**src/rtl/kslm_pkg.sv**
```systemverilog
`timescale 1ns / 1ps
// ----------------------------------------------------------------------------
// kslm_pkg
// Shared types and constants for the serial keyboard link with key matrix.
// ----------------------------------------------------------------------------
package kslm_pkg;

  // matrix geometry
  localparam int ROW_COUNT  = 8;
  localparam int ROW_IDX_W  = (ROW_COUNT > 1) ? $clog2(ROW_COUNT) : 1;
  localparam int ROW_W      = 16;
  localparam int COL_W      = 4;
  localparam int ROW_SEL_W  = 3;

  // field widths
  localparam int REQ_W      = 3;
  localparam int BYTE_W     = 8;
  localparam int MS_W       = 16;
  localparam int CFG_DATA_W = 16;
  localparam int POS_W      = 3;

  // protocol constants
  localparam logic [BYTE_W-1:0] KEY_LIMIT    = 8'h7F;
  localparam logic [POS_W-1:0]  SEND_FIRST   = 3'd7;
  localparam logic [MS_W-1:0]   MS_MAX       = 16'hFFFF;
  localparam logic [MS_W-1:0]   TIMEOUT_INIT = 16'd1000;

  // configuration register indexes
  typedef enum logic [0:0] {
    CFG_LED_BUZZER = 1'b0,
    CFG_TIMEOUT    = 1'b1
  } cfg_idx_t;

  // event codes
  typedef enum logic [REQ_W-1:0] {
    REQ_CLK_RISE = 3'd0,
    REQ_CLK_FALL = 3'd1,
    REQ_IRQ_RISE = 3'd2,
    REQ_IRQ_FALL = 3'd3,
    REQ_MS_TICK  = 3'd4,
    REQ_READ_ROW = 3'd5
  } req_t;

  // link protocol states
  typedef enum logic [1:0] {
    ST_INVALID   = 2'd0,
    ST_IDLE      = 2'd1,
    ST_RECEIVING = 2'd2,
    ST_SENDING   = 2'd3
  } link_state_t;

  typedef logic [ROW_IDX_W-1:0] row_idx_t;

  // link controller to matrix
  typedef struct packed {
    logic                 clear;
    logic                 toggle;
    logic                 read;
    logic [ROW_SEL_W-1:0] addr;
    logic [COL_W-1:0]     col;
  } mat_ctrl_t;

  // per-event result, without the row bits
  typedef struct packed {
    logic                 so_level;
    logic                 reset_pulse;
    logic                 byte_done;
    logic [BYTE_W-1:0]    byte_value;
    logic                 is_ident;
    logic                 row_valid;
    logic [ROW_SEL_W-1:0] row_index;
    logic                 send_done;
  } link_res_t;

endpackage

```
**src/rtl/kslm_link.sv**
```systemverilog
`timescale 1ns / 1ps
// ----------------------------------------------------------------------------
// kslm_link
// Link protocol controller: receive shifter, send sequencer, idle timeout.
// ----------------------------------------------------------------------------
module kslm_link (
  input  logic                             clk,
  input  logic                             rst,
  input  logic                             en,
  input  logic [kslm_pkg::REQ_W-1:0]       req,
  input  logic                             si,
  input  logic [kslm_pkg::ROW_SEL_W-1:0]   rsel,
  input  logic [kslm_pkg::BYTE_W-1:0]      led_buzzer_bits,
  input  logic [kslm_pkg::MS_W-1:0]        timeout_ms,
  output kslm_pkg::mat_ctrl_t              mat_ctrl,
  output kslm_pkg::link_res_t              res
);

  kslm_pkg::link_state_t            link_state, link_state_next;
  logic [kslm_pkg::BYTE_W-1:0]      shift_in, shift_in_next;
  logic [kslm_pkg::POS_W-1:0]       send_position, send_position_next;
  logic                             out_level, out_level_next;
  logic                             ident_seen, ident_seen_next;
  logic [kslm_pkg::MS_W-1:0]        quiet_ms, quiet_ms_next;
  logic [kslm_pkg::MS_W-1:0]        quiet_inc;
  logic                             timeout_hit;
  logic                             key_row_ok;
  kslm_pkg::req_t                   req_e;

  assign req_e = kslm_pkg::req_t'(req);

  // saturating tick count and timeout compare
  assign quiet_inc   = (quiet_ms == kslm_pkg::MS_MAX) ? quiet_ms : quiet_ms + 1'b1;
  assign timeout_hit = quiet_inc > timeout_ms;

  // key code row must fall inside the matrix
  assign key_row_ok = 32'(shift_in[6:4]) < kslm_pkg::ROW_COUNT;

  // next protocol state
  always_comb begin
    link_state_next = link_state;
    case (req_e)
      kslm_pkg::REQ_CLK_RISE: begin
        if (link_state == kslm_pkg::ST_SENDING && send_position == '0) begin
          link_state_next = kslm_pkg::ST_IDLE;
        end
      end
      kslm_pkg::REQ_CLK_FALL: begin
        if (link_state == kslm_pkg::ST_IDLE) begin
          link_state_next = kslm_pkg::ST_RECEIVING;
        end
      end
      kslm_pkg::REQ_IRQ_RISE: begin
        if (link_state == kslm_pkg::ST_RECEIVING) begin
          link_state_next = kslm_pkg::ST_SENDING;
        end
      end
      kslm_pkg::REQ_MS_TICK: begin
        if (timeout_hit) begin
          link_state_next = kslm_pkg::ST_IDLE;
        end
      end
      default: link_state_next = link_state;
    endcase
  end

  // datapath updates and event outputs
  always_comb begin
    shift_in_next      = shift_in;
    send_position_next = send_position;
    out_level_next     = out_level;
    ident_seen_next    = ident_seen;
    quiet_ms_next      = quiet_ms;
    mat_ctrl           = '0;
    res                = '0;
    case (req_e)
      kslm_pkg::REQ_CLK_RISE: begin
        if (link_state == kslm_pkg::ST_RECEIVING) begin
          shift_in_next = {shift_in[kslm_pkg::BYTE_W-2:0], si};
        end else if (link_state == kslm_pkg::ST_SENDING) begin
          if (send_position == '0) begin
            res.send_done  = 1'b1;
            out_level_next = 1'b1;
          end else begin
            send_position_next = send_position - 1'b1;
          end
        end
      end
      kslm_pkg::REQ_CLK_FALL: begin
        if (link_state == kslm_pkg::ST_SENDING) begin
          out_level_next = led_buzzer_bits[send_position];
        end
      end
      kslm_pkg::REQ_IRQ_RISE: begin
        if (link_state == kslm_pkg::ST_RECEIVING) begin
          out_level_next     = 1'b1;
          send_position_next = kslm_pkg::SEND_FIRST;
        end
      end
      kslm_pkg::REQ_IRQ_FALL: begin
        if (link_state == kslm_pkg::ST_RECEIVING) begin
          out_level_next = 1'b0;
          quiet_ms_next  = '0;
          res.byte_done  = 1'b1;
          res.byte_value = shift_in;
          if (!ident_seen) begin
            ident_seen_next = 1'b1;
            res.is_ident    = 1'b1;
          end else if (shift_in < kslm_pkg::KEY_LIMIT && key_row_ok) begin
            // key make/break toggles one matrix bit
            mat_ctrl.toggle = 1'b1;
            mat_ctrl.addr   = shift_in[6:4];
            mat_ctrl.col    = shift_in[3:0];
            res.row_valid   = 1'b1;
            res.row_index   = shift_in[6:4];
          end
        end
      end
      kslm_pkg::REQ_MS_TICK: begin
        if (timeout_hit) begin
          mat_ctrl.clear  = 1'b1;
          ident_seen_next = 1'b0;
          quiet_ms_next   = '0;
          res.reset_pulse = 1'b1;
        end else begin
          quiet_ms_next = quiet_inc;
        end
      end
      kslm_pkg::REQ_READ_ROW: begin
        mat_ctrl.read = 1'b1;
        mat_ctrl.addr = rsel;
        res.row_valid = 1'b1;
        res.row_index = rsel;
      end
      default: res = '0;
    endcase
    res.so_level = out_level_next;
  end

  // protocol registers
  always_ff @(posedge clk) begin
    if (rst) begin
      link_state    <= kslm_pkg::ST_INVALID;
      shift_in      <= '0;
      send_position <= '0;
      out_level     <= 1'b1;
      ident_seen    <= 1'b0;
      quiet_ms      <= '0;
    end else if (en) begin
      link_state    <= link_state_next;
      shift_in      <= shift_in_next;
      send_position <= send_position_next;
      out_level     <= out_level_next;
      ident_seen    <= ident_seen_next;
      quiet_ms      <= quiet_ms_next;
    end
  end

endmodule

```
**src/rtl/kslm_matrix.sv**
```systemverilog
`timescale 1ns / 1ps
// ----------------------------------------------------------------------------
// kslm_matrix
// Key matrix rows: bit toggle, row read and whole-matrix clear.
// ----------------------------------------------------------------------------
module kslm_matrix (
  input  logic                            clk,
  input  logic                            rst,
  input  logic                            en,
  input  kslm_pkg::mat_ctrl_t             mat_ctrl,
  output logic [kslm_pkg::ROW_W-1:0]      row_bits
);

  logic [kslm_pkg::ROW_W-1:0] key_rows [kslm_pkg::ROW_COUNT];
  logic                       in_range;
  kslm_pkg::row_idx_t         idx;
  logic [kslm_pkg::ROW_W-1:0] cur_row;
  logic [kslm_pkg::ROW_W-1:0] toggled_row;

  // row lookup, rows past the matrix read as zero
  assign in_range    = 32'(mat_ctrl.addr) < kslm_pkg::ROW_COUNT;
  assign idx         = kslm_pkg::row_idx_t'(mat_ctrl.addr);
  assign cur_row     = in_range ? key_rows[idx] : '0;
  assign toggled_row = cur_row ^ (kslm_pkg::ROW_W'(1) << mat_ctrl.col);

  // row reported with the beat
  always_comb begin
    if (mat_ctrl.toggle) begin
      row_bits = toggled_row;
    end else if (mat_ctrl.read) begin
      row_bits = cur_row;
    end else begin
      row_bits = '0;
    end
  end

  // row storage
  always_ff @(posedge clk) begin
    if (rst) begin
      for (int i = 0; i < kslm_pkg::ROW_COUNT; i++) begin
        key_rows[i] <= '0;
      end
    end else if (en) begin
      if (mat_ctrl.clear) begin
        for (int i = 0; i < kslm_pkg::ROW_COUNT; i++) begin
          key_rows[i] <= '0;
        end
      end else if (mat_ctrl.toggle && in_range) begin
        key_rows[idx] <= toggled_row;
      end
    end
  end

endmodule

```
**src/rtl/keyboard_serial_link_matrix_unit.sv**
```systemverilog
`timescale 1ns / 1ps
// ----------------------------------------------------------------------------
// keyboard_serial_link_matrix_unit
// Host side of a clocked serial keyboard link with an 8 x 16 key matrix.
//
//   channel  direction  handshake            payload
//   in       input      in_valid / in_stall  req_type, si_level, row_select
//   out      output     out_valid/out_stall  so_level .. send_done
//   cfg      input      cfg_we               cfg_index, cfg_data
//
// One event per clock sustained while out is not stalled; each event passes
// through an input register, then the protocol and matrix update that loads
// the result register.
// Synchronous reset puts the link in INVALID with data-out high and clears
// the matrix; configuration returns to led 0, timeout 1000 ms.
// A stall on out holds the result register and backs up into in_stall.
// ----------------------------------------------------------------------------
module keyboard_serial_link_matrix_unit (
  input  logic                              clk,
  input  logic                              rst,
  // event input
  input  logic                              in_valid,
  output logic                              in_stall,
  input  logic [kslm_pkg::REQ_W-1:0]        req_type,
  input  logic                              si_level,
  input  logic [kslm_pkg::ROW_SEL_W-1:0]    row_select,
  // result output
  output logic                              out_valid,
  input  logic                              out_stall,
  output logic                              so_level,
  output logic                              reset_pulse,
  output logic                              byte_done,
  output logic [kslm_pkg::BYTE_W-1:0]       byte_value,
  output logic                              is_ident,
  output logic                              row_valid,
  output logic [kslm_pkg::ROW_SEL_W-1:0]    row_index,
  output logic [kslm_pkg::ROW_W-1:0]        row_bits,
  output logic                              send_done,
  // configuration
  input  logic                              cfg_we,
  input  logic [0:0]                        cfg_index,
  input  logic [kslm_pkg::CFG_DATA_W-1:0]   cfg_data
);

  logic                               s1_valid;
  logic [kslm_pkg::REQ_W-1:0]         s1_req;
  logic                               s1_si;
  logic [kslm_pkg::ROW_SEL_W-1:0]     s1_rsel;
  logic                               advance;
  logic                               in_accept;
  logic [kslm_pkg::BYTE_W-1:0]        led_buzzer_bits;
  logic [kslm_pkg::MS_W-1:0]          timeout_ms;
  kslm_pkg::mat_ctrl_t                mat_ctrl;
  kslm_pkg::link_res_t                res;
  logic [kslm_pkg::ROW_W-1:0]         mat_row_bits;

  // pipeline handshake
  assign advance   = s1_valid && (!out_valid || !out_stall);
  assign in_stall  = s1_valid && !advance;
  assign in_accept = in_valid && !in_stall;

  // configuration registers
  always_ff @(posedge clk) begin
    if (rst) begin
      led_buzzer_bits <= '0;
      timeout_ms      <= kslm_pkg::TIMEOUT_INIT;
    end else if (cfg_we) begin
      case (kslm_pkg::cfg_idx_t'(cfg_index))
        kslm_pkg::CFG_LED_BUZZER: led_buzzer_bits <= cfg_data[kslm_pkg::BYTE_W-1:0];
        kslm_pkg::CFG_TIMEOUT:    timeout_ms      <= cfg_data[kslm_pkg::MS_W-1:0];
        default:                  timeout_ms      <= timeout_ms;
      endcase
    end
  end

  // input register valid
  always_ff @(posedge clk) begin
    if (rst) begin
      s1_valid <= 1'b0;
    end else if (in_accept) begin
      s1_valid <= 1'b1;
    end else if (advance) begin
      s1_valid <= 1'b0;
    end
  end

  // input register payload
  always_ff @(posedge clk) begin
    if (in_accept) begin
      s1_req  <= req_type;
      s1_si   <= si_level;
      s1_rsel <= row_select;
    end
  end

  kslm_link u_link (
    .clk             (clk),
    .rst             (rst),
    .en              (advance),
    .req             (s1_req),
    .si              (s1_si),
    .rsel            (s1_rsel),
    .led_buzzer_bits (led_buzzer_bits),
    .timeout_ms      (timeout_ms),
    .mat_ctrl        (mat_ctrl),
    .res             (res)
  );

  kslm_matrix u_matrix (
    .clk      (clk),
    .rst      (rst),
    .en       (advance),
    .mat_ctrl (mat_ctrl),
    .row_bits (mat_row_bits)
  );

  // result register valid
  always_ff @(posedge clk) begin
    if (rst) begin
      out_valid <= 1'b0;
    end else if (advance) begin
      out_valid <= 1'b1;
    end else if (!out_stall) begin
      out_valid <= 1'b0;
    end
  end

  // result register payload
  always_ff @(posedge clk) begin
    if (advance) begin
      so_level    <= res.so_level;
      reset_pulse <= res.reset_pulse;
      byte_done   <= res.byte_done;
      byte_value  <= res.byte_value;
      is_ident    <= res.is_ident;
      row_valid   <= res.row_valid;
      row_index   <= res.row_index;
      row_bits    <= mat_row_bits;
      send_done   <= res.send_done;
    end
  end

endmodule

```
**config.mk**
```make
export PLATFORM = sky130hd
export DESIGN_NAME = keyboard_serial_link_matrix_unit
export DESIGN_NICKNAME = d
export VERILOG_FILES = /design/src/rtl/kslm_pkg.sv /design/src/rtl/kslm_link.sv /design/src/rtl/kslm_matrix.sv /design/src/rtl/keyboard_serial_link_matrix_unit.sv
export SDC_FILE = /design/constraint.sdc
export NUM_CORES = 1
export LEC_CHECK = 0
export BUFFER_PORTS_ARGS = -buffer_cell sky130_fd_sc_hd__buf_2
export CORE_ASPECT_RATIO = 1.25
export CORE_UTILIZATION = 30
export CTS_BUF_LIST = sky130_fd_sc_hd__clkbuf_4
export DETAILED_ROUTE_END_ITERATION = 8
export PLACE_DENSITY_LB_ADDON = 0.05
export SLEW_MARGIN = 25
export SYNTH_ARGS = -nofsm -noshare
export SYNTH_HDL_FRONTEND = slang
export SYNTH_SLANG_ARGS = --single-unit
```
**constraint.sdc**
```tcl
create_clock -name clk -period 4.8 [get_ports clk]
set_input_delay 0.96 -clock clk [delete_from_list [all_inputs] [get_ports clk]]
set_output_delay 0.96 -clock clk [all_outputs]
set_load 0.1 [all_outputs]
```
After elaboration in Yosys (flattened, before gate mapping)
Memory sizes are Yosys's and may differ from the RTL's.
Index checks and enable logic that the tools add are counted.
{"block": "word_totals", "reg_bits": 97, "ramBits": 128, "input_bits": 29, "output_inout_bits": 35, "word_cells": 156, "memories": 1}
{"block": "classes", "addsub": 2, "magnitude_cmp": 3, "n_eq_ne": 18, "shift": 1, "mux": 72, "n_bitwise": 12, "reduce_logical": 25}
{"memory": "u_matrix.key_rows", "words": 8, "width": 16, "read_ports": 1, "rd_clocked_by_memory_dff": 0, "wr": 8, "line_no": "kslm_matrix.sv:14", "source": "logic [kslm_pkg::ROW_W-1:0] key_rows [kslm_pkg::ROW_COUNT];"}
{"op": "$mux W16", "n": 14}
{"op": "$mux W1", "n": 34}
{"op": "$pmux W16 S2", "n": 1}
{"op": "$mux W7", "n": 3}
{"op": "$add A16 B1 Y16 const B", "n": 1}
{"op": "$eq A16 B16 Y1 const B", "n": 1}
{"op": "$gt A16 B16 Y1", "n": 1}
{"op": "$reduce_or A16 Y1", "n": 1}
{"op": "$shl A1 B4 Y16 const A", "n": 1}
{"op": "$xor A16 B16 Y16", "n": 1}
{"op": "$mux W3", "n": 5}
{"op": "$mux W14", "n": 1}
{"op": "$ne A2 B1 Y1 const B", "n": 7}
{"op": "$mux W4", "n": 3}
{"op": "$pmux W3 S2", "n": 2}
{"op": "$reduce_and A6 Y1", "n": 2}
{"op": "$lt A8 B7 Y1 const B", "n": 1}
{"op": "$mux W2", "n": 4}
{"op": "$or A1 B1 Y1", "n": 8}
{"op": "$pmux W2 S4", "n": 1}
{"op": "$pmux W4 S2", "n": 1}
{"op": "$eq A3 B2 Y1 const B", "n": 2}
{"op": "$eq A3 B3 Y1 const B", "n": 2}
{"op": "$logic_not A3 Y1", "n": 2}
{"op": "19 further kinds", "n": 34}

Longest topological paths before layout
Gate-level depths: netlist (run 1).
{"block": "depth", "depth_word": 12, "depth_mapped": 17, "ltp_nobuf": 14}

Cells and area by module
A second synthesis (run 1) with hierarchy kept.
{"block": "hier_totals", "hier_cells": 962, "area_unflattened_um2": 10924.2}
{"module": "kslm_matrix", "instances": 1, "cells_each": 482, "area_per_inst_um2": 6109.6, "seq_area_each_um2": 3843.7}
{"module": "kslm_link", "instances": 1, "cells_each": 331, "area_per_inst_um2": 2521.2, "seq_area_each_um2": 620.6}
{"module": "keyboard_serial_link_matrix_unit", "instances": 1, "cells_each": 149, "area_per_inst_um2": 2293.4, "seq_area_each_um2": 1721.7}

Worst setup path before layout (run 1)
No wires, ideal clock.
{"block": "synth_path", "path_type": "register -> register", "start": "register u_link.quiet_ms[8] (netlist name)", "end": "memory u_matrix.key_rows[0][0] (netlist name), enable pin", "setup_time_ns": 0.373, "t_arrival_ns": 3.664, "required_time_ns": 4.427, "path_slack_ns": 0.763, "path_stages_with_launch": 15, "path_buffers": 0, "synth_period_minus_slack_ns": 4.037, "cell_sequence": "dfxtp_1 > and4_1 > nand4_1 > nor3_1 > or4b_2 > and2_1 > or2_2 > ha_1 > nand4_1 > nor4_1 > inv_1 > o311ai_0 > nand2_1 > a21oi_1 > nand2_1"}
{"item": "start, declared", "line_no": "kslm_link.sv:24", "source": "logic [kslm_pkg::MS_W-1:0] quiet_ms, quiet_ms_next;"}
{"item": "start signal, assigned", "line_no": "kslm_link.sv:155", "source": "quiet_ms <= quiet_ms_next;"}
{"item": "end, declared", "line_no": "kslm_matrix.sv:14"}

==> reports/metrics.yaml, run 1 <==
outcome: "completed"
ys_ff_latch: 225
synth_fa_ha_area_share_pct: 2.10
num_vias: 8238
fin_crit_ps: 4530
period_share_pct: 94.4
place_congestion: 0.777
place_hpwl_microns: 24400
grt_pass1_wl_microns: 51900
crit_family: "simple AND/OR/NAND/NOR gates"
finalPower_mw: 4.51
post_cts_buffers: 0
holdBufCountCts: 0
drcViolationCount: 0
drt_pass1_iterations: 4
cts_buffer_depth: 3
preCtsSetupSlack_ps: 306
syn_avg_cell_area_sq_um: 10.7
nets: 1197
synth_xor_area_share_pct: 3.39
synth_top_area_share_pct: 44.6
syn_inst: 1054
post-route-util_pct: 35.2
fillers: 3921
die_y_microns: 219
syn2layout_area_growth_pct: 15.7
htreeDepth: 3
min_path_type: "in2reg"
cts_sinks: 225
grt.overflow.total: 0
cts_resized: 0
drtAntennaViolNets: 0
tightest_slew_ps: 946
core_sq_um: 37200
rows: 79
start_util_pct: 30.4
synth_top_cell_by_area: "edfxtp_1"
startpoint_type: "flop"
cp_data_arrival_time_ps: 4790
synthMuxAreaShare_pct: 3.72
synth_compound_area_share_pct: 14.6
synth.distinct_cells: 73
drt-total-wl_microns: 34300
synth_nets: 1102
die_w_microns: 176
fmax_ghz: 0.221
syn_area_sq_um: 11300
critPathMaxFanout: 16
grt_setup_unrepaired: "yes"
critical_path_class: "reg2reg"
layout_commonest_cell: "nor2_1"
synth_area_leaders: "edfxtp_1, dfxtp_1, nor2_1"
crit_required_ps: 5060
synth_top_family_by_area: "simple AND/OR/NAND/NOR gates"
critPathCaptureType: "flop"
dpl_cell_area_sq_um: 12200
finalInstanceArea_sq_um: 13100
io_pins: 64
cp_num_buf_inv: 1
final_cell_mix: "nor2_1, edfxtp_1, clkbuf_4"
cts-root-buf: "clkbuf_4"
p_leak_nw: 4.80
setup_viol: 0
timing.slew.headroom_pct: 36.8
async_flop_share_pct: 0
dieArea_sq_um: 38500
dp.cells: 1566
stdcell_count: 1685
p_per_area_nw_per_um2: 345
grt_usage_pct: 18.4
grt_max_degree: 49
skew_ps: 35.5
worst_slack_ps: 271
final_layout_size_suffix_gt1_share_pct: 24.1
hold_viol: 0
cp_slowest_cell: "or4b_2"
grt_pass1_vias: 8600
clk_pin_slew_worst_paths_ps: 60
antenna_found_initial: 1
cts_tree: "done"
synth-simple-area-share_pct: 17.6
max_stage_delay_ps: 670
synth_flop_cell: "edfxtp_1"
clkLatencyLatePin_ps: 720
synth_edf_count: 168
worstPathCellList: "ha_1 > nand3_1 > nor3_1 > or4b_2 > and2_1 > or2_2 > ha_1 > a21oi_1 > o21a_1 > o22ai_1 > o21ai_0 > nand2_1 > a21oi_1 > buf_4 > nand2_1"
routed_via_density: 4.89
drt-initial-drc-count: 359
port_buffers: 63
cts_buffers: 67
finalMaxSlewViolations: 0
wl_per_cell_microns: 20.3
yosysWarnings: 0
drv_cap: 0
seq_area_frac_synth_pct: 54.7
ir_drop_v: 0.000147
-- per-layer routing --
| metal | part of all wire [%] | GRT usage [%] | up-vias |
|---|---|---|---|
| met3 | 3.2 | 3.17 | 66 |
| met5 | 0 | 0 | - |
| met2 | 56 | 35.2 | 169 |
| met4 | 3.7 | 9.59 | 0 |
| met1 | 37 | 18.8 | 3997 |
| li1 | - | - | 4006 |
-- kinds of logic (layout without fill, tap and decap cells) --
kind of cell,Yosys count,count (layout)
XOR/XNOR,30,30
other,0,1
AND/OR/NAND/NOR,427,427
multiplexers,37,37
buffers and inverters,102,246
flip-flops,225,225
AO/OA/AOI/OAI,214,214
adder cells (fa/ha/maj),19,19
-- synth_stat cells, types with 11 or more instances --
| cell type | number |
|---|---|
| nor2_1 | 199 |
| dfxtp_1 | 57 |
| o21ai_0 | 61 |
| a21oi_1 | 71 |
| inv_1 | 30 |
| mux2i_1 | 18 |
| nor3_1 | 11 |
| edfxtp_1 | 168 |
| a2111oi_4 | 16 |
| nand2b_1 | 15 |
| clkbuf_1 | 56 |
| nand2_1 | 71 |
| nand3_1 | 56 |
| o22ai_1 | 11 |
| xor2_1 | 11 |
| mux2_2 | 16 |
| and3_1 | 12 |
| xor2_2 | 13 |
| ha_1 | 19 |
-- power by group --
part | internal [mW] | leakage (nW) | switching, mW
clock network | 1.08 | 0.526 | 0.876
logic | 0.0919 | 2.11 | 0.283
registers | 2.15 | 2.16 | 0.0257
-- through the flow --
step	hold slack (ps)	TNS [ps]
CTS	346	0
global placement	444	0
detailed placement	447	0
finish	434	0
global route	378	-4010
floorplan	436	0
-- flip-flops by register name, summed over array words and instances (netlist names), 2 cells and up --
| name | cells |
|---|---|
| u_matrix.key_rows | 128 |
| row_bits | 16 |
| timeout_ms | 16 |
| u_link.quiet_ms | 16 |
| byte_value | 8 |
| led_buzzer_bits | 8 |
| u_link.shift_in | 8 |
| row_index | 3 |
| s1_req | 3 |
| s1_rsel | 3 |
| u_link.send_position | 3 |
| u_link.link_state | 2 |
-- layout make-up --
| type | count | area, sq um | area share [%] |
|---|---|---|---|
| diodes | 1 | 2.50 | 0.0191 |
| clock buffers | 103 | 773 | 5.91 |
| clock inverters | 15 | 121 | 0.928 |
| inverters | 30 | 113 | 0.861 |
| multi-input cells | 727 | 4700 | 35.9 |
| flip-flops and latches | 225 | 6190 | 47.3 |
| well taps | 486 | 608 | 4.65 |
| repair buffers | 98 | 578 | 4.42 |
-- path summary, 6_finish.rpt --
path / end / start / depth (start not counted) / slack (ps)
setup reg to reg: u_matrix.key_rows[1][13]$_SDFFCE_PN0P_ / u_link.quiet_ms[0]$_SDFFE_PP0P_ / 15 / 270
setup / recovery: u_matrix.key_rows[1][13]$_SDFFCE_PN0P_ / u_link.quiet_ms[0]$_SDFFE_PP0P_ / 15 / 270
hold / removal: s1_si$_DFFE_PP_ / si_level / 1 / 430
hold reg to reg: timeout_ms[12]$_SDFFE_PP0P_ / timeout_ms[12]$_SDFFE_PP0P_ / 2 / 460
Power figures use the tool's default switching activity.
==> inputs of run 2 (changes only) <==
- PLACE_DENSITY: not set -> 0.42
- PLACE_DENSITY_LB_ADDON: 0.05 -> not set
==> run 2 against run 1 <==
Against the previous run:
- sequential cell count did not move
- clock skew rose by 22 ps
- critical path depth rose by 1
- via count fell by 0.67%
- worst hold slack got worse by 14 ps
- combinational power rose by 1%
- clock-buffer cell count fell by 23
- sequential power barely moved
- first-iteration DRC count rose by 31%
- fmax rose by 0.63%
- critical endpoint is now u_matrix.key_rows[1][9]$_SDFFCE_PN0P_
- clock power fell by 18%
==> reports/metrics.yaml, run 2 (synthesized netlist as in run 1, its figures left out) <==
grt_usage_pct: 17.9  # -0.46 points
crit_required_ps: 5060  # about the same
ir_drop_v: 0.000150  # +2.1%
sw_frac_of_total_pct: 27.5  # +1.2 points
drt-total-wl_microns: 33700  # -1.7%
rr_endpoint: "u_matrix.key_rows[1][9]$_SDFFCE_PN0P_"
critPathCaptureType: "flop"
rows: 79  # unchanged
core_sq_um: 37200  # unchanged
min-delay-start: "row_select[0]"
htreeDepth: 2  # -1
seqPwrFrac_pct: 52.3  # +4.1 points
p_per_area_nw_per_um2: 323  # -6.5%
place_congestion: 0.780  # +0.30%
regMostFlops: "u_matrix.key_rows"
cts_tree: "done"
startpoint_type: "flop"
cts_buffer_depth: 3  # unchanged
critPathMaxFanout: 16  # unchanged
cts_sinks: 225  # unchanged
cts-root-buf: "clkbuf_4"
finalPower_mw: 4.16  # -7.7%
timing.slew.headroom_pct: 34.3  # -2.5 points
nets: 1190  # -0.58%
post-route-util_pct: 34.7  # -0.48 points
fillers: 3886  # -0.89%
outcome: "completed"
power_switching_mw: 1.14  # -3.4%
dieArea_sq_um: 38500  # unchanged
grt_pass1_wl_microns: 51200  # -1.3%
p_leak_nw: 4.70  # -2.1%
cp_data_arrival_time_ps: 4760  # -30 ps
grt.overflow.total: 0  # unchanged
drtAntennaViolNets: 0  # unchanged
period_share_pct: 93.8  # -0.59 points
drt-initial-drc-count: 469  # +31%
io_pins: 64  # unchanged
critical_path_class: "reg2reg"
clk_pin_slew_worst_paths_ps: 60  # about the same
cts_buffers: 60  # -10%
final_layout_size_suffix_gt1_share_pct: 22.3  # -1.9 points
fin_crit_ps: 4500  # -28.4 ps
port_buffers: 63  # unchanged
setup_viol: 0  # unchanged
final_cell_mix: "nor2_1, edfxtp_1, clkbuf_4"
power.internal_mw: 3.02  # -9.3%
setup_tns_ps: 0  # unchanged
min_path_type: "in2reg"
post_cts_buffers: 0  # unchanged
grt_pass1_vias: 8376  # -2.6%
r2r-start: "u_link.quiet_ms[0]$_SDFFE_PP0P_"
largest_reg_flops: 128  # unchanged
wl_per_cell_microns: 20.1  # -0.97%
drv_cap: 0  # unchanged
holdPathEnd: "s1_rsel[0]$_DFFE_PP_"
die_w_microns: 176  # unchanged
routed_via_density: 4.89  # about the same
tightest_slew_ps: 983  # +36.7 ps
place_hpwl_microns: 23300  # -4.5%
grt_setup_unrepaired: "yes"
clkLatencyLatePin_ps: 740  # +20 ps
syn2layout_area_growth_pct: 14.1
hold_depth: 1  # unchanged
layout_commonest_cell: "nor2_1"
p_comb_share_pct: 9.1  # +0.8 points
start_util_pct: 30.4  # unchanged
die_y_microns: 219  # unchanged
num_vias: 8183  # -0.67%
r2r_slack_ps: 300  # +30 ps
hold_viol: 0  # unchanged
finalMaxSlewViolations: 0  # unchanged
preCtsSetupSlack_ps: 249  # -56.3 ps
clkPwrFrac_pct: 38.6  # -4.9 points
worst_slack_ps: 299  # +28.4 ps
fmax_ghz: 0.222  # +0.63%
antenna_found_initial: 1  # unchanged
grt_max_degree: 51  # +4.1%
rr_worst_depth: 16  # +1
drcViolationCount: 0  # unchanged
skew_ps: 57.5  # +22.1 ps
drt_pass1_iterations: 5  # +1
[run 2: changes by cell type in the layout (fill, tap and decap cells not counted), sizes merged]
cell,previous run,this run
bufinv,2,0
clkbuf,103,80
clkinv,8,26
clkinvlp,3,0
inv,32,30
[run 2: worst max-delay path by stage]
stage                                    startpoint                                     end  cells after the start
finish              u_link.quiet_ms[0]$_SDFFE_PP0P_   u_matrix.key_rows[1][9]$_SDFFCE_PN0P_                     16
global route        u_link.quiet_ms[0]$_SDFFE_PP0P_   u_matrix.key_rows[4][6]$_SDFFCE_PN0P_                     16
CTS                 u_link.quiet_ms[0]$_SDFFE_PP0P_   u_matrix.key_rows[0][4]$_SDFFCE_PN0P_                     16
detailed placement  u_link.quiet_ms[0]$_SDFFE_PP0P_  u_matrix.key_rows[0][14]$_SDFFCE_PN0P_                     16
global placement    u_link.quiet_ms[0]$_SDFFE_PP0P_  u_matrix.key_rows[0][14]$_SDFFCE_PN0P_                     16
floorplan           u_link.quiet_ms[8]$_SDFFE_PP0P_   u_matrix.key_rows[0][0]$_SDFFCE_PN0P_                     14
[run 2: per-stage QoR]
| stage | hold slack (ps) | cell area, sq um | std cells |
|---|---|---|---|
| global route | 362 | 12900 | 1673 |
| detailed placement | 448 | 12200 | 1566 |
| floorplan | 436 | 11300 | 1054 |
| CTS | 351 | 12900 | 1672 |
| global placement | 442 | 12200 | 1566 |
| finish | 421 | 12900 | 1673 |
[run 2: power groups by stage]
stage / registers (mW) / clock network [mW] / logic (mW)
finish: 2.17 / 1.61 / 0.379
global route: 2.18 / 1.77 / 0.406
CTS: 2.18 / 1.68 / 0.386
detailed placement: 2.22 / 0 / 0.385
global placement: 2.22 / 0 / 0.386
floorplan: 2.30 / 0 / 0.175
[run 2: final cells by class]
cell class,count,area [sq um],share of cell area [%]
clock buffer,80,601,4.66
multi-input combinational,727,4690,36.4
tap,486,608,4.71
sequential,225,6190,47.9
inverter,30,113,0.873
clock inverter,26,106,0.824
antenna,1,2.50,0.0194
timing repair buffer,98,591,4.58
[run 2: critical path: stages, from the launching register on]
cell     delay, ps
dfxtp_1        380
ha_1           260
nand3_1        160
nor3_1          80
buf_4          160
or4b_2         650
and2_1         190
or2_2          290
ha_1           290
a21oi_1        130
o21a_1         120
o22ai_1         70
o21ai_0        340
nand2_1         90
a21oi_1        170
buf_4          220
nand2_1        460
[run 2: what timing repair did]
item                                    4_1_cts  5_1_grt
hold buffers                                  0        0
endpoints found under the setup margin        0       96
gates resized for setup                       0        2
[run 2: layer usage]
metal  global-route usage, %  wire [microns]  up-vias
met2                    31.2           16900      206
met5                       0               0        -
li1                        -               -     3984
met1                    21.1           14100     3921
met3                    3.31            1400       72
met4                    8.58            1380        0
==> inputs of run 3 (changes only) <==
- TNS_END_PERCENT: not set -> 20
- clock period: 4.8 -> 5.3 ns (I/O delays scaled with it)
==> run 3 against run 2 <==
Against the previous run:
- die area unchanged
- cell count fell by 0.78%
- sequential power fell by 9.2%
- sequential share of layout area increased by 0.25 points
- clock-buffer cell count up 11
- power is 8.2% lower
- sequential cell count unchanged
- utilization fell by 0.18 points
- worst hold slack improved by 36 ps
- via count rose by 0.28%
- global-route usage fell by 0.13 points
- design area down 0.51%
==> reports/metrics.yaml, run 3 (synthesized netlist as in run 1, its figures left out) <==
largest_reg_flops: 128  # unchanged
critPathLaunch: "u_link.quiet_ms[0]$_SDFFE_PP0P_"
grt_usage_pct: 17.8  # -0.13 points
start_util_pct: 30.4  # unchanged
setup_viol: 0  # unchanged
holdBufCountCts: 0  # unchanged
rr_endpoint: "u_matrix.key_rows[3][5]$_SDFFCE_PN0P_"
period_share_pct: 87.0  # -6.8 points
drv_cap: 0  # unchanged
cts_buffer_depth: 3  # unchanged
core_sq_um: 37200  # unchanged
die_y_microns: 219  # unchanged
post-route-util_pct: 34.5  # -0.18 points
nets: 1179  # -0.92%
critPathCaptureType: "flop"
stdcell_count: 1660  # -0.78%
wl_per_cell_microns: 20.4  # +1.3%
finalPower_mw: 3.82  # -8.2%
worstSetupEndpoint: "u_matrix.key_rows[3][5]$_SDFFCE_PN0P_"
timing.slew.headroom_pct: 30.3  # -4.0 points
outcome: "completed"
cts_tree: "done"
grt_pass1_vias: 8202  # -2.1%
r2r-start: "u_link.quiet_ms[0]$_SDFFE_PP0P_"
place_congestion: 0.785  # +0.73%
rows: 79  # unchanged
hold_ws_ps: 456  # +35.5 ps
post_cts_buffers: 0  # unchanged
hold_viol: 0  # unchanged
num_vias: 8206  # +0.28%
cts_buffers: 60  # unchanged
startpoint_type: "flop"
cts_sinks: 225  # unchanged
ir_drop_v: 0.000145  # -3.1%
grt_max_degree: 52  # +2.0%
min_path_type: "reg2reg"
port_buffers: 63  # unchanged
layout_commonest_cell: "nor2_1"
clk_pin_slew_worst_paths_ps: 60  # about the same
fillers: 3872  # -0.36%
grt.overflow.total: 0  # unchanged
critical_path_class: "reg2reg"
syn2layout_area_growth_pct: 13.5
cp_data_arrival_time_ps: 4850  # +90 ps
routed_via_density: 4.94  # +1.1%
clkLatencyLatePin_ps: 750  # about the same
die_w_microns: 176  # unchanged
rr_worst_depth: 16  # unchanged
dieArea_sq_um: 38500  # unchanged
final_cell_mix: "nor2_1, edfxtp_1, clkbuf_4"
cts-root-buf: "clkbuf_4"
skew_ps: 73.6  # +16.0 ps
finalMaxSlewViolations: 0  # unchanged
fin_crit_ps: 4610  # +109 ps
drt-total-wl_microns: 33900  # +0.52%
io_pins: 64  # unchanged
htreeDepth: 2  # unchanged
crit_required_ps: 5550  # +490 ps
dp.cells: 1555  # -0.70%
drcViolationCount: 0  # unchanged
fmax_ghz: 0.217  # -2.4%
setup_tns_ps: 0  # unchanged
r2r_slack_ps: 690  # +390 ps
critPathMaxFanout: 16  # unchanged
cts_resized: 0  # unchanged
drt_pass1_iterations: 5  # unchanged
final_layout_size_suffix_gt1_share_pct: 22.1  # -0.18 points
p_per_area_nw_per_um2: 298  # -7.7%
drt-initial-drc-count: 552  # +18%
antenna_found_initial: 1  # unchanged
regMostFlops: "u_matrix.key_rows"
p_leak_nw: 4.66  # -0.73%
grt_setup_unrepaired: "no"
tightest_slew_ps: 1040  # +52.6 ps
place_hpwl_microns: 23400  # +0.44%
grt_pass1_wl_microns: 50900  # -0.70%
drtAntennaViolNets: 0  # unchanged
## run 3: cell type report
type                       instances  area [sq um]  area share, %
timing repair buffer              87           495           3.86
sequential                       225          6190           48.2
antenna                            1          2.50         0.0195
clock buffer                      91           683           5.32
tap                              486           608           4.74
inverter                          30           113          0.877
clock inverter                    13          55.1          0.429
multi-input combinational        727          4690           36.6
## run 3: power by group
group          internal [mW]  leakage (nW)  switching [mW]
registers               1.95          2.16          0.0224
logic                 0.0786          2.06           0.257
clock network          0.773         0.442           0.741
## run 3: critical path, cell delays in order, from the launching register on
cell and delay (ps):
dfxtp_1 380, ha_1 260, nand3_1 170, nor3_1 80
buf_4 160, or4b_2 650, and2_1 190, or2_2 290
ha_1 290, nand4_1 100, nor4_1 280, inv_1 90
o311ai_0 190, nand2_1 110, a21oi_1 160, buf_4 210
nand2_1 480
## run 3: metal layers
layer	up-vias	part of all wire [%]	track usage (%)
met5	-	0	0
met4	0	3.4	7.57
met3	74	4.2	3.03
met2	210	52	32.4
met1	3957	40	20.3
li1	3965	-	-
## run 3: worst min-delay path by stage
stage	start	endpoint	slack (ps)	cells after the start
final	timeout_ms[2]$_SDFFE_PP0P_	timeout_ms[2]$_SDFFE_PP0P_	460	2
after global routing	req_type[1]	s1_req[1]$_DFFE_PP_	430	1
after CTS	req_type[1]	s1_req[1]$_DFFE_PP_	420	1
after detailed placement	timeout_ms[15]$_SDFFE_PP0P_	timeout_ms[15]$_SDFFE_PP0P_	450	2
after global placement	timeout_ms[10]$_SDFFE_PP0P_	timeout_ms[10]$_SDFFE_PP0P_	450	2
after floorplan	timeout_ms[10]$_SDFFE_PP0P_	timeout_ms[10]$_SDFFE_PP0P_	440	2
## run 3: per-stage QoR
step | instance area (sq um) | setup slack [ps]
global route | 12800 | 159
detailed placement | 12100 | 727
floorplan | 11300 | 1260
finish | 12800 | 691
CTS | 12800 | 623
global placement | 12100 | 764
